**src/rtl/owlsh_pkg.sv**
```systemverilog
// ----------------------------------------------------------------------------
// owlsh_pkg: shared definitions for the single-wire session host
// Holds the CRC-8 constants and helpers, the request codes, the reply
// classes and the result record that passes from the sequencer to the
// output register.
// ----------------------------------------------------------------------------
`default_nettype none

package owlsh_pkg;

	// CRC-8, polynomial x^8 + x^2 + x + 1, processed MSB first.
	localparam logic [7:0] CRC_SEED = 8'hAC;
	localparam logic [7:0] CRC_POLY = 8'h07;

	// Request codes understood by the partner.
	localparam logic [7:0] REQ_KEYS       = 8'h30;
	localparam logic [7:0] REQ_TOUCH      = 8'h40;
	localparam logic [7:0] REQ_PANEL_INFO = 8'h60;

	// Reply classes.
	localparam logic [1:0] CLS_KEY       = 2'd0;
	localparam logic [1:0] CLS_TOUCH     = 2'd1;
	localparam logic [1:0] CLS_INFO      = 2'd2;
	localparam logic [1:0] CLS_BACKLIGHT = 2'd3;

	// One result beat.
	typedef struct packed {
		logic       line_out;
		logic       line_drive;
		logic       busy_res;
		logic       done_res;
		logic       crc_ok;
		logic [1:0] reply_class;
		logic [7:0] reply_high;
		logic [7:0] reply_mid;
		logic [7:0] reply_low;
		logic [2:0] keys_changed;
	} res_t;

	// Advances the CRC by a single data bit.
	function automatic logic [7:0] crc8_bit(input logic [7:0] crc, input logic b);
		logic fb;
		fb = crc[7] ^ b;
		return {crc[6:0], 1'b0} ^ (fb ? CRC_POLY : 8'h00);
	endfunction

	// Advances the CRC by a whole byte, most significant bit first.
	function automatic logic [7:0] crc8_byte(input logic [7:0] crc, input logic [7:0] v);
		logic [7:0] c;
		c = crc;
		for (int i = 7; i >= 0; i--) begin
			c = crc8_bit(c, v[i]);
		end
		return c;
	endfunction

endpackage

`default_nettype wire

```
**src/rtl/owlsh_core.sv**
```systemverilog
// ----------------------------------------------------------------------------
// owlsh_core: session sequencer
// Holds the session state and works out, for one item, the next state and
// the result beat that reflects it. The state advances when step_en is high.
// The response CRC is accumulated one bit per slot as the bits arrive.
// ----------------------------------------------------------------------------
`default_nettype none

module owlsh_core (
	input  wire logic             clk,
	input  wire logic             arst_n,
	input  wire logic             step_en,
	input  wire logic             kind,
	input  wire logic [7:0]       request_byte,
	input  wire logic             line_in,
	output owlsh_pkg::res_t       res
);
	import owlsh_pkg::*;

	typedef enum logic [2:0] {
		PH_IDLE     = 3'd0,
		PH_START    = 3'd1,
		PH_REQUEST  = 3'd2,
		PH_WAITING  = 3'd3,
		PH_RESPONSE = 3'd4,
		PH_STOPPING = 3'd5
	} phase_t;

	phase_t      phase_q, n_phase;
	logic [5:0]  slot_q, n_slot, slot_dec;
	logic [31:0] shift_q, n_shift, shift_new;
	logic [15:0] req_word_q, n_req_word;
	logic [7:0]  crc_q, n_crc;
	logic [7:0]  prev_keys_q, n_prev_keys;
	logic [7:0]  diff;

	// Next state and result for the item presented this cycle.
	always_comb begin
		n_phase     = phase_q;
		n_slot      = slot_q;
		n_shift     = shift_q;
		n_req_word  = req_word_q;
		n_crc       = crc_q;
		n_prev_keys = prev_keys_q;
		slot_dec    = slot_q - 6'd1;
		shift_new   = {shift_q[30:0], line_in};
		diff        = 8'h00;
		res         = '0;

		if (!kind) begin
			// A start is taken only while idle.
			if (phase_q == PH_IDLE) begin
				n_req_word = {request_byte, crc8_byte(CRC_SEED, request_byte)};
				n_slot     = 6'd1;
				n_phase    = PH_START;
			end
		end else if (phase_q != PH_IDLE) begin
			n_slot = slot_dec;
			unique case (phase_q)
				PH_START: begin
					if (slot_dec == 6'd0) begin
						n_slot  = 6'd16;
						n_phase = PH_REQUEST;
					end
				end
				PH_REQUEST: begin
					if (slot_dec == 6'd0) begin
						n_slot  = 6'd2;
						n_phase = PH_WAITING;
					end
				end
				PH_WAITING: begin
					if (slot_dec == 6'd0) begin
						n_slot  = 6'd32;
						n_shift = 32'h0;
						n_crc   = CRC_SEED;
						n_phase = PH_RESPONSE;
					end
				end
				PH_RESPONSE: begin
					n_shift = shift_new;
					// The first three bytes feed the CRC; the fourth is the check byte.
					if (slot_dec >= 6'd8) begin
						n_crc = crc8_bit(crc_q, line_in);
					end
					if (slot_dec == 6'd0) begin
						n_slot         = 6'd2;
						n_phase        = PH_STOPPING;
						res.done_res   = 1'b1;
						res.reply_high = shift_new[31:24];
						res.reply_mid  = shift_new[23:16];
						res.reply_low  = shift_new[15:8];
						res.crc_ok     = (crc_q == shift_new[7:0]);
						if (req_word_q[15:8] == REQ_KEYS) begin
							res.reply_class = CLS_KEY;
						end else if (req_word_q[15:8] == REQ_TOUCH) begin
							res.reply_class = CLS_TOUCH;
						end else if (req_word_q[15:8] == REQ_PANEL_INFO) begin
							res.reply_class = CLS_INFO;
						end else begin
							res.reply_class = CLS_BACKLIGHT;
						end
						// Key report: compare with the last accepted key byte.
						if (res.crc_ok && res.reply_class == CLS_KEY) begin
							diff             = prev_keys_q ^ shift_new[15:8];
							n_prev_keys      = shift_new[15:8];
							res.keys_changed = diff[2:0];
						end
					end
				end
				PH_STOPPING: begin
					if (slot_dec == 6'd0) begin
						n_phase = PH_IDLE;
					end
				end
				default: begin
					n_phase = PH_IDLE;
					n_slot  = 6'd0;
				end
			endcase
		end

		// Wire level after the item: driven high unless a slot says otherwise.
		res.line_out   = 1'b1;
		res.line_drive = 1'b1;
		unique case (n_phase)
			PH_START: begin
				res.line_out = 1'b0;
			end
			PH_REQUEST: begin
				res.line_out = (n_slot < 6'd16) ? n_req_word[n_slot[3:0]] : 1'b0;
			end
			PH_WAITING: begin
				if (n_slot >= 6'd2) begin
					res.line_out = n_req_word[0];
				end else begin
					res.line_drive = 1'b0;
				end
			end
			PH_RESPONSE: begin
				res.line_drive = 1'b0;
			end
			default: begin
			end
		endcase
		res.busy_res = (n_phase != PH_IDLE);
	end

	// Session state.
	always_ff @(posedge clk or negedge arst_n) begin
		if (!arst_n) begin
			phase_q     <= PH_IDLE;
			slot_q      <= 6'd0;
			shift_q     <= 32'h0;
			req_word_q  <= 16'h0;
			crc_q       <= 8'h00;
			prev_keys_q <= 8'h00;
		end else if (step_en) begin
			phase_q     <= n_phase;
			slot_q      <= n_slot;
			shift_q     <= n_shift;
			req_word_q  <= n_req_word;
			crc_q       <= n_crc;
			prev_keys_q <= n_prev_keys;
		end
	end

endmodule

`default_nettype wire

```
**src/rtl/one_wire_lcd_session_host.sv**
```systemverilog
// ----------------------------------------------------------------------------
// one_wire_lcd_session_host: host side of a single-wire request/response link
// Input register, session sequencer and result register on stream ports.
// ----------------------------------------------------------------------------
// Each beat on the slave port is either a session start (tuser 0) carrying
// the request byte, or a bit-period tick (tuser 1) carrying the sampled wire
// level, and each gives exactly one result beat with the wire drive and the
// session status after that item. The block takes one beat every clock while
// the result port does not stall. An accepted item sits in the input
// register while the sequencer's combinational slot update works out its
// result, which the result register takes when it is free or being emptied.
// A session runs one start slot, sixteen request bits, two turnaround slots,
// thirty-two response bits and two stop slots; the beat that takes the last
// response bit carries done, the CRC check, the reply class, the three reply
// bytes and, for good key replies, the changed keys.
// ----------------------------------------------------------------------------
`default_nettype none

module one_wire_lcd_session_host (
	input  wire logic        clk,
	input  wire logic        arst_n,
	input  wire logic        s_tvalid,
	output logic             s_tready,
	input  wire logic [15:0] s_tdata,  // request_byte[7:0], line_in[8], zero[15:9]
	input  wire logic        s_tuser,  // kind
	output logic             m_tvalid,
	input  wire logic        m_tready,
	// line_out[0], line_drive[1], busy_res[2], done_res[3], crc_ok[4],
	// reply_class[6:5], reply_high[14:7], reply_mid[22:15], reply_low[30:23],
	// keys_changed[33:31], zero[39:34]
	output logic [39:0]      m_tdata
);
	import owlsh_pkg::*;

	logic       valid_s1;
	logic       kind_s1;
	logic [7:0] req_s1;
	logic       bit_s1;
	logic       adv;
	res_t       res_next;
	res_t       res_s2;

	// Stage one moves on whenever the result register is free or being emptied.
	assign adv      = valid_s1 && (!m_tvalid || m_tready);
	assign s_tready = !valid_s1 || adv;

	// Input register.
	always_ff @(posedge clk or negedge arst_n) begin
		if (!arst_n) begin
			valid_s1 <= 1'b0;
		end else if (s_tready) begin
			valid_s1 <= s_tvalid;
		end
	end

	always_ff @(posedge clk) begin
		if (s_tvalid && s_tready) begin
			kind_s1 <= s_tuser;
			req_s1  <= s_tdata[7:0];
			bit_s1  <= s_tdata[8];
		end
	end

	owlsh_core u_core (
		.clk          (clk),
		.arst_n       (arst_n),
		.step_en      (adv),
		.kind         (kind_s1),
		.request_byte (req_s1),
		.line_in      (bit_s1),
		.res          (res_next)
	);

	// Result register.
	always_ff @(posedge clk or negedge arst_n) begin
		if (!arst_n) begin
			m_tvalid <= 1'b0;
		end else if (adv) begin
			m_tvalid <= 1'b1;
		end else if (m_tready) begin
			m_tvalid <= 1'b0;
		end
	end

	always_ff @(posedge clk) begin
		if (adv) begin
			res_s2 <= res_next;
		end
	end

	assign m_tdata = {6'd0, res_s2.keys_changed, res_s2.reply_low, res_s2.reply_mid,
		res_s2.reply_high, res_s2.reply_class, res_s2.crc_ok, res_s2.done_res,
		res_s2.busy_res, res_s2.line_drive, res_s2.line_out};

`ifndef SYNTHESIS
	// A completed response always leaves the session in its stop slots.
	a_done_busy: assert property (@(posedge clk) disable iff (!arst_n)
		m_tvalid && res_s2.done_res |-> res_s2.busy_res)
		else $error("done result without an active session");

	// Changed keys are reported only on a good key reply.
	a_keys_class: assert property (@(posedge clk) disable iff (!arst_n)
		m_tvalid && (res_s2.keys_changed != 3'd0) |->
			res_s2.done_res && res_s2.crc_ok && (res_s2.reply_class == CLS_KEY))
		else $error("keys_changed outside a good key reply");

	// A released line reads high.
	a_release_high: assert property (@(posedge clk) disable iff (!arst_n)
		m_tvalid && !res_s2.line_drive |-> res_s2.line_out)
		else $error("released line not reported high");

	// An idle session drives the line high.
	a_idle_line: assert property (@(posedge clk) disable iff (!arst_n)
		m_tvalid && !res_s2.busy_res |-> res_s2.line_drive && res_s2.line_out)
		else $error("idle session not driving the line high");

	// The input register never drops an item it holds while stalled.
	a_hold_s1: assert property (@(posedge clk) disable iff (!arst_n)
		valid_s1 && !adv |=> valid_s1)
		else $error("input register lost a stalled item");
`endif

endmodule

`default_nettype wire
```
**config.mk**
```make
export PLATFORM = sky130hd
export DESIGN_NAME = one_wire_lcd_session_host
export DESIGN_NICKNAME = d
export VERILOG_FILES = /design/src/rtl/owlsh_pkg.sv /design/src/rtl/owlsh_core.sv /design/src/rtl/one_wire_lcd_session_host.sv
export SDC_FILE = /design/constraint.sdc
export NUM_CORES = 1
export LEC_CHECK = 0
export BUFFER_PORTS_ARGS = -buffer_cell sky130_fd_sc_hd__buf_2
export CORE_UTILIZATION = 60
export CTS_BUF_LIST = sky130_fd_sc_hd__clkbuf_8
export CTS_CLUSTER_DIAMETER = 150
export CTS_CLUSTER_SIZE = 16
export DETAILED_ROUTE_END_ITERATION = 7
export HOLD_SLACK_MARGIN = 0.03
export PLACE_DENSITY_LB_ADDON = 0.25
export SLEW_MARGIN = 10
export SYNTH_ARGS = -nofsm -noshare
export SYNTH_HDL_FRONTEND = slang
export SYNTH_SLANG_ARGS = --single-unit
```
**constraint.sdc**
```tcl
create_clock -name clk -period 6.15 [get_ports clk]
set_clock_uncertainty 0.2 [all_clocks]
set_input_delay 0 -clock clk [delete_from_list [all_inputs] [get_ports clk]]
set_output_delay 0 -clock clk [all_outputs]
set_load 0.01 [all_outputs]
```
==> metrics.md <==
| Metric | Value |
|---|---|
| Logic pwr share | `between 20% and 30%` |
| Post-route minimum period | `approximately 3800 ps` |
| P&R area growth vs syn | `15.2%` |
| CTS Buf Count | `17` |
| Worst skew pair latency | `420 ps` |
| R2R Setup Slk | `2320 ps` |
| Cell count after synthesis | `464` |
| Synth area leaders | `dfrtp_1, edfxtp_1, a22o_1, nand2_1, xnor2_1` |
| CTS tree | `built` |
| Multi-input gate area | `about 2100 sq um` |
| FF/Latch Area | `approximately 3000 sq um` |
| Dpl hpwl | `6850 microns` |
| Initial cell density of the core | `63.1%` |
| Average wire per standard cell | `16.9 microns` |
| Top-count cell post-synth | `dfrtp_1` |
| Vias in the first global route | `3,580` |
| Yosys top cell area share | `about a third` |
| Int Pwr | `0.00142 W` |
| GRT Util Overall | `26.3%` |
| Slew margin rel. | `about 28%` |
| Synth area leader | `dfrtp_1` |
| Count of cell types in the netlist | `59` |
| DIE HEIGHT | `95.9 microns` |
| Post-synthesis sequential area ratio | `57.7%` |
| Hold violation total from the final report | `0` |
| # DRC | `0` |
| Core area | `8380 sq um` |
| Final setup vio count | `0` |
| Run status | `complete, no violations` |
| Post-synth ARST share | `61.1%` |
| Drt pass-1 iters | `5` |
| Max frequency | `261 MHz` |
| Power share of the sequential group | `45.6%` |
| Total congestion overflow | `0` |
| Total Nets Final | `548` |
| Power density over the cells | `348 nW/um^2` |
| Place WS | `2270 ps` |
| H-tree levels | `4` |
| Main synth FF type | `dfrtp_1` |
| Leakage | `2.75 nW` |
| Cell Chain, Critical Path | `or4b_4 -> a21o_1 -> a211o_4 -> nor3_4 -> nand2_1 -> nor3_2 -> nand4_1 -> mux2_1` |
| NetSw | `0.000703 W` |
| Setup_tns | `0 ps` |
| Cell Area, Placed | `5580 sq um` |
| Fin Hold WS | `95.4 ps` |
| Port Buffer Count | `49` |
| Critical path class | `flop to flop` |
| Vias | `3,790` |
| Reg clk slew, reported paths | `70 ps` |
| CP peak stage delay | `620 ps` |
| Starting DRT DRC Count | `273` |
| Critical Path AT | `3940 ps` |
| Clk sinks | `113` |
| Die ar. | `9190 sq um` |
| Die width | `95.9 microns` |
| Mapped Area | `5290 sq um` |
| Ratio of final minimum period to clock period | `62.3%` |
| Root Driver | `clkbuf_8` |
| RSZ-0062 raised after global routing | `no` |
| Critical Path End Type | `flop` |
| Critical Path Fanout Max | `27` |
| Number of synthesized flops with an enable pin | `44` |
| IO Pins | `63` |
| Layout cells sized above 1 | `20.1%` |
| Worst hold path type | `primary input to flop` |
| Rows | `33` |
| Final WL | `10,900 microns` |
| Fillcell total | `approximately 580` |
| PnR worst setup slack | `2320 ps` |
| Peak supply drop | `0.253 mV` |
| FF+latch count, synth | `around 110` |
| Slowest CP cell | `nor3_4` |
| Final GP Congestion | `0.896` |
| Clock share of power | `about 30%` |
| First-pass GRT wire length | `17,700 microns` |
| Initial antenna violation count | `0` |
| Mapped Avg Cell Area | `roughly 11 sq um` |
| Max Buffers Root-to-Sink | `2` |
| Syn. warnings | `0` |
| Worst setup SP type | `flop` |
| Post-synth top cells | `dfrtp_1, nand2_1, edfxtp_1, nor2_1, a22o_1` |
| Post-route ant nets | `0` |
| Max-Cap Viols | `0` |
| Largest net degree at the start of global routing | `70` |
| Worst EP required | `6260 ps` |
| Measured slew at the worst slew-check pin | `approximately 1100 ps` |
| Switching Share | `between 30% and 40%` |
| Via density | `5.89` |
| Total inserted antenna cells | `0` |
| CTS resizes | `0` |
| Fin. max-slew vios | `0` |
| Design area | `6090 sq um` |
-- state kept, by name, indices dropped and copies added (netlist names) --
signal and cells:
valid_s1 1, m_tdata 34, u_core.slot_q 6, u_core.prev_keys_q 3, req_s1 8, u_core.shift_q 31
u_core.crc_q 8, bit_s1 1, kind_s1 1, m_tvalid 1, u_core.phase_q 3, u_core.req_word_q 16
-- worst paths after layout --
kind	cells past startpoint	to	from
setup reg to reg	8	u_core.prev_keys_q[2]$_DFFE_PN0P_	u_core.slot_q[2]$_DFFE_PN0P_
hold reg to reg	2	u_core.req_word_q[2]$_DFFE_PN0P_	u_core.req_word_q[2]$_DFFE_PN0P_
min in group asynchronous	3	u_core.req_word_q[2]$_DFFE_PN0P_	arst_n
hold / removal	2	req_s1[0]$_DFFE_PP_	s_tdata[0]
setup / recovery	8	u_core.prev_keys_q[2]$_DFFE_PN0P_	u_core.slot_q[2]$_DFFE_PN0P_
max in group asynchronous	3	u_core.shift_q[14]$_DFFE_PN0P_	arst_n
-- critical path: cells and delay by family (launching register included) --
kind,cells,cell delay (ps)
AND/OR/NAND/NOR,5,2030
multiplexers,1,390
flip-flops,1,500
AO/OA/AOI/OAI,2,610
-- metal layers --
| metal | global-route usage (%) | wire [microns] | vias to the layer above |
|---|---|---|---|
| met5 | 0 | 0 | - |
| met4 | 9.33 | 166 | 0 |
| met3 | 5.85 | 605 | 21 |
| met2 | 43.1 | 5410 | 133 |
| met1 | 34.6 | 4680 | 1826 |
| li1 | - | - | 1810 |
-- area by class of cell --
cell class,instances,area share [%]
Multi-Input combinational cell,316,34.5
Clock buffer,17,3.84
Sequential cell,113,50.0
Tap cell,105,2.16
Clock inverter,15,2.18
Inverter,12,0.739
Timing Repair Buffer,65,6.57
-- power groups by stage --
stage	Sequential [W]	Combinational, W	Clock (W)
5_1_grt	0.000980	0.000572	0.000682
3_3_place_gp	0.000975	0.000483	0
6_report	0.000968	0.000513	0.000640
4_1_cts	0.000965	0.000511	0.000647
3_5_place_dp	0.000979	0.000502	0
2_1_floorplan	0.000948	0.000400	0
-- stage by stage --
| stage | power, W | utilization [%] | instances |
|---|---|---|---|
| after CTS | 0.00212 | 72.6 | 643 |
| after global placement | 0.00146 | 66.6 | 597 |
| after global routing | 0.00223 | 72.7 | 643 |
| after detailed placement | 0.00148 | 66.6 | 597 |
| after floorplan | 0.00135 | - | 469 |
| final | 0.00212 | 72.7 | 643 |
-- cell families after synthesis --
family	Yosys count	share of synthesized area, %
multiplexers	19	4.64
AO/OA/AOI/OAI	95	13.3
other	1	0.0709
AND/OR/NAND/NOR	164	15.6
flip-flops	113	57.7
XOR/XNOR	29	4.80
buffers and inverters	40	3.31
adder cells (fa/ha/maj)	3	0.663
-- repair_timing --
action,CTS,global route
hold endpoints to repair,95,0
buffers inserted,0,0
hold buffers,14,0
-- cells in the final DEF, fill, tap and decap left out, types with 3 or more instances in the layout --
master,Yosys,routed
dlygate4sd3_1,0,14
xor2_1,10,10
mux2_2,11,11
a21o_1,4,4
mux4_2,3,3
buf_2,2,49
a21oi_1,9,9
and3_1,26,26
a22o_1,31,31
inv_6,0,5
a31oi_1,3,3
o211ai_1,3,3
nor2_1,32,31
a221oi_1,3,3
conb_1,1,6
nand3_1,6,6
clkinvlp_4,0,3
mux2_1,3,3
a221o_1,3,3
inv_1,12,13
clkbuf_8,0,17
edfxtp_1,44,44
nand2b_1,4,4
o21ai_0,16,16
nand2_1,64,64
or4_1,3,3
o21ai_1,7,7
nand4_1,4,4
nor4_1,6,6
o31ai_1,3,3
dfrtp_1,69,69
clkinv_2,0,3
xnor2_1,19,19
(Power assumes the default switching activity.)
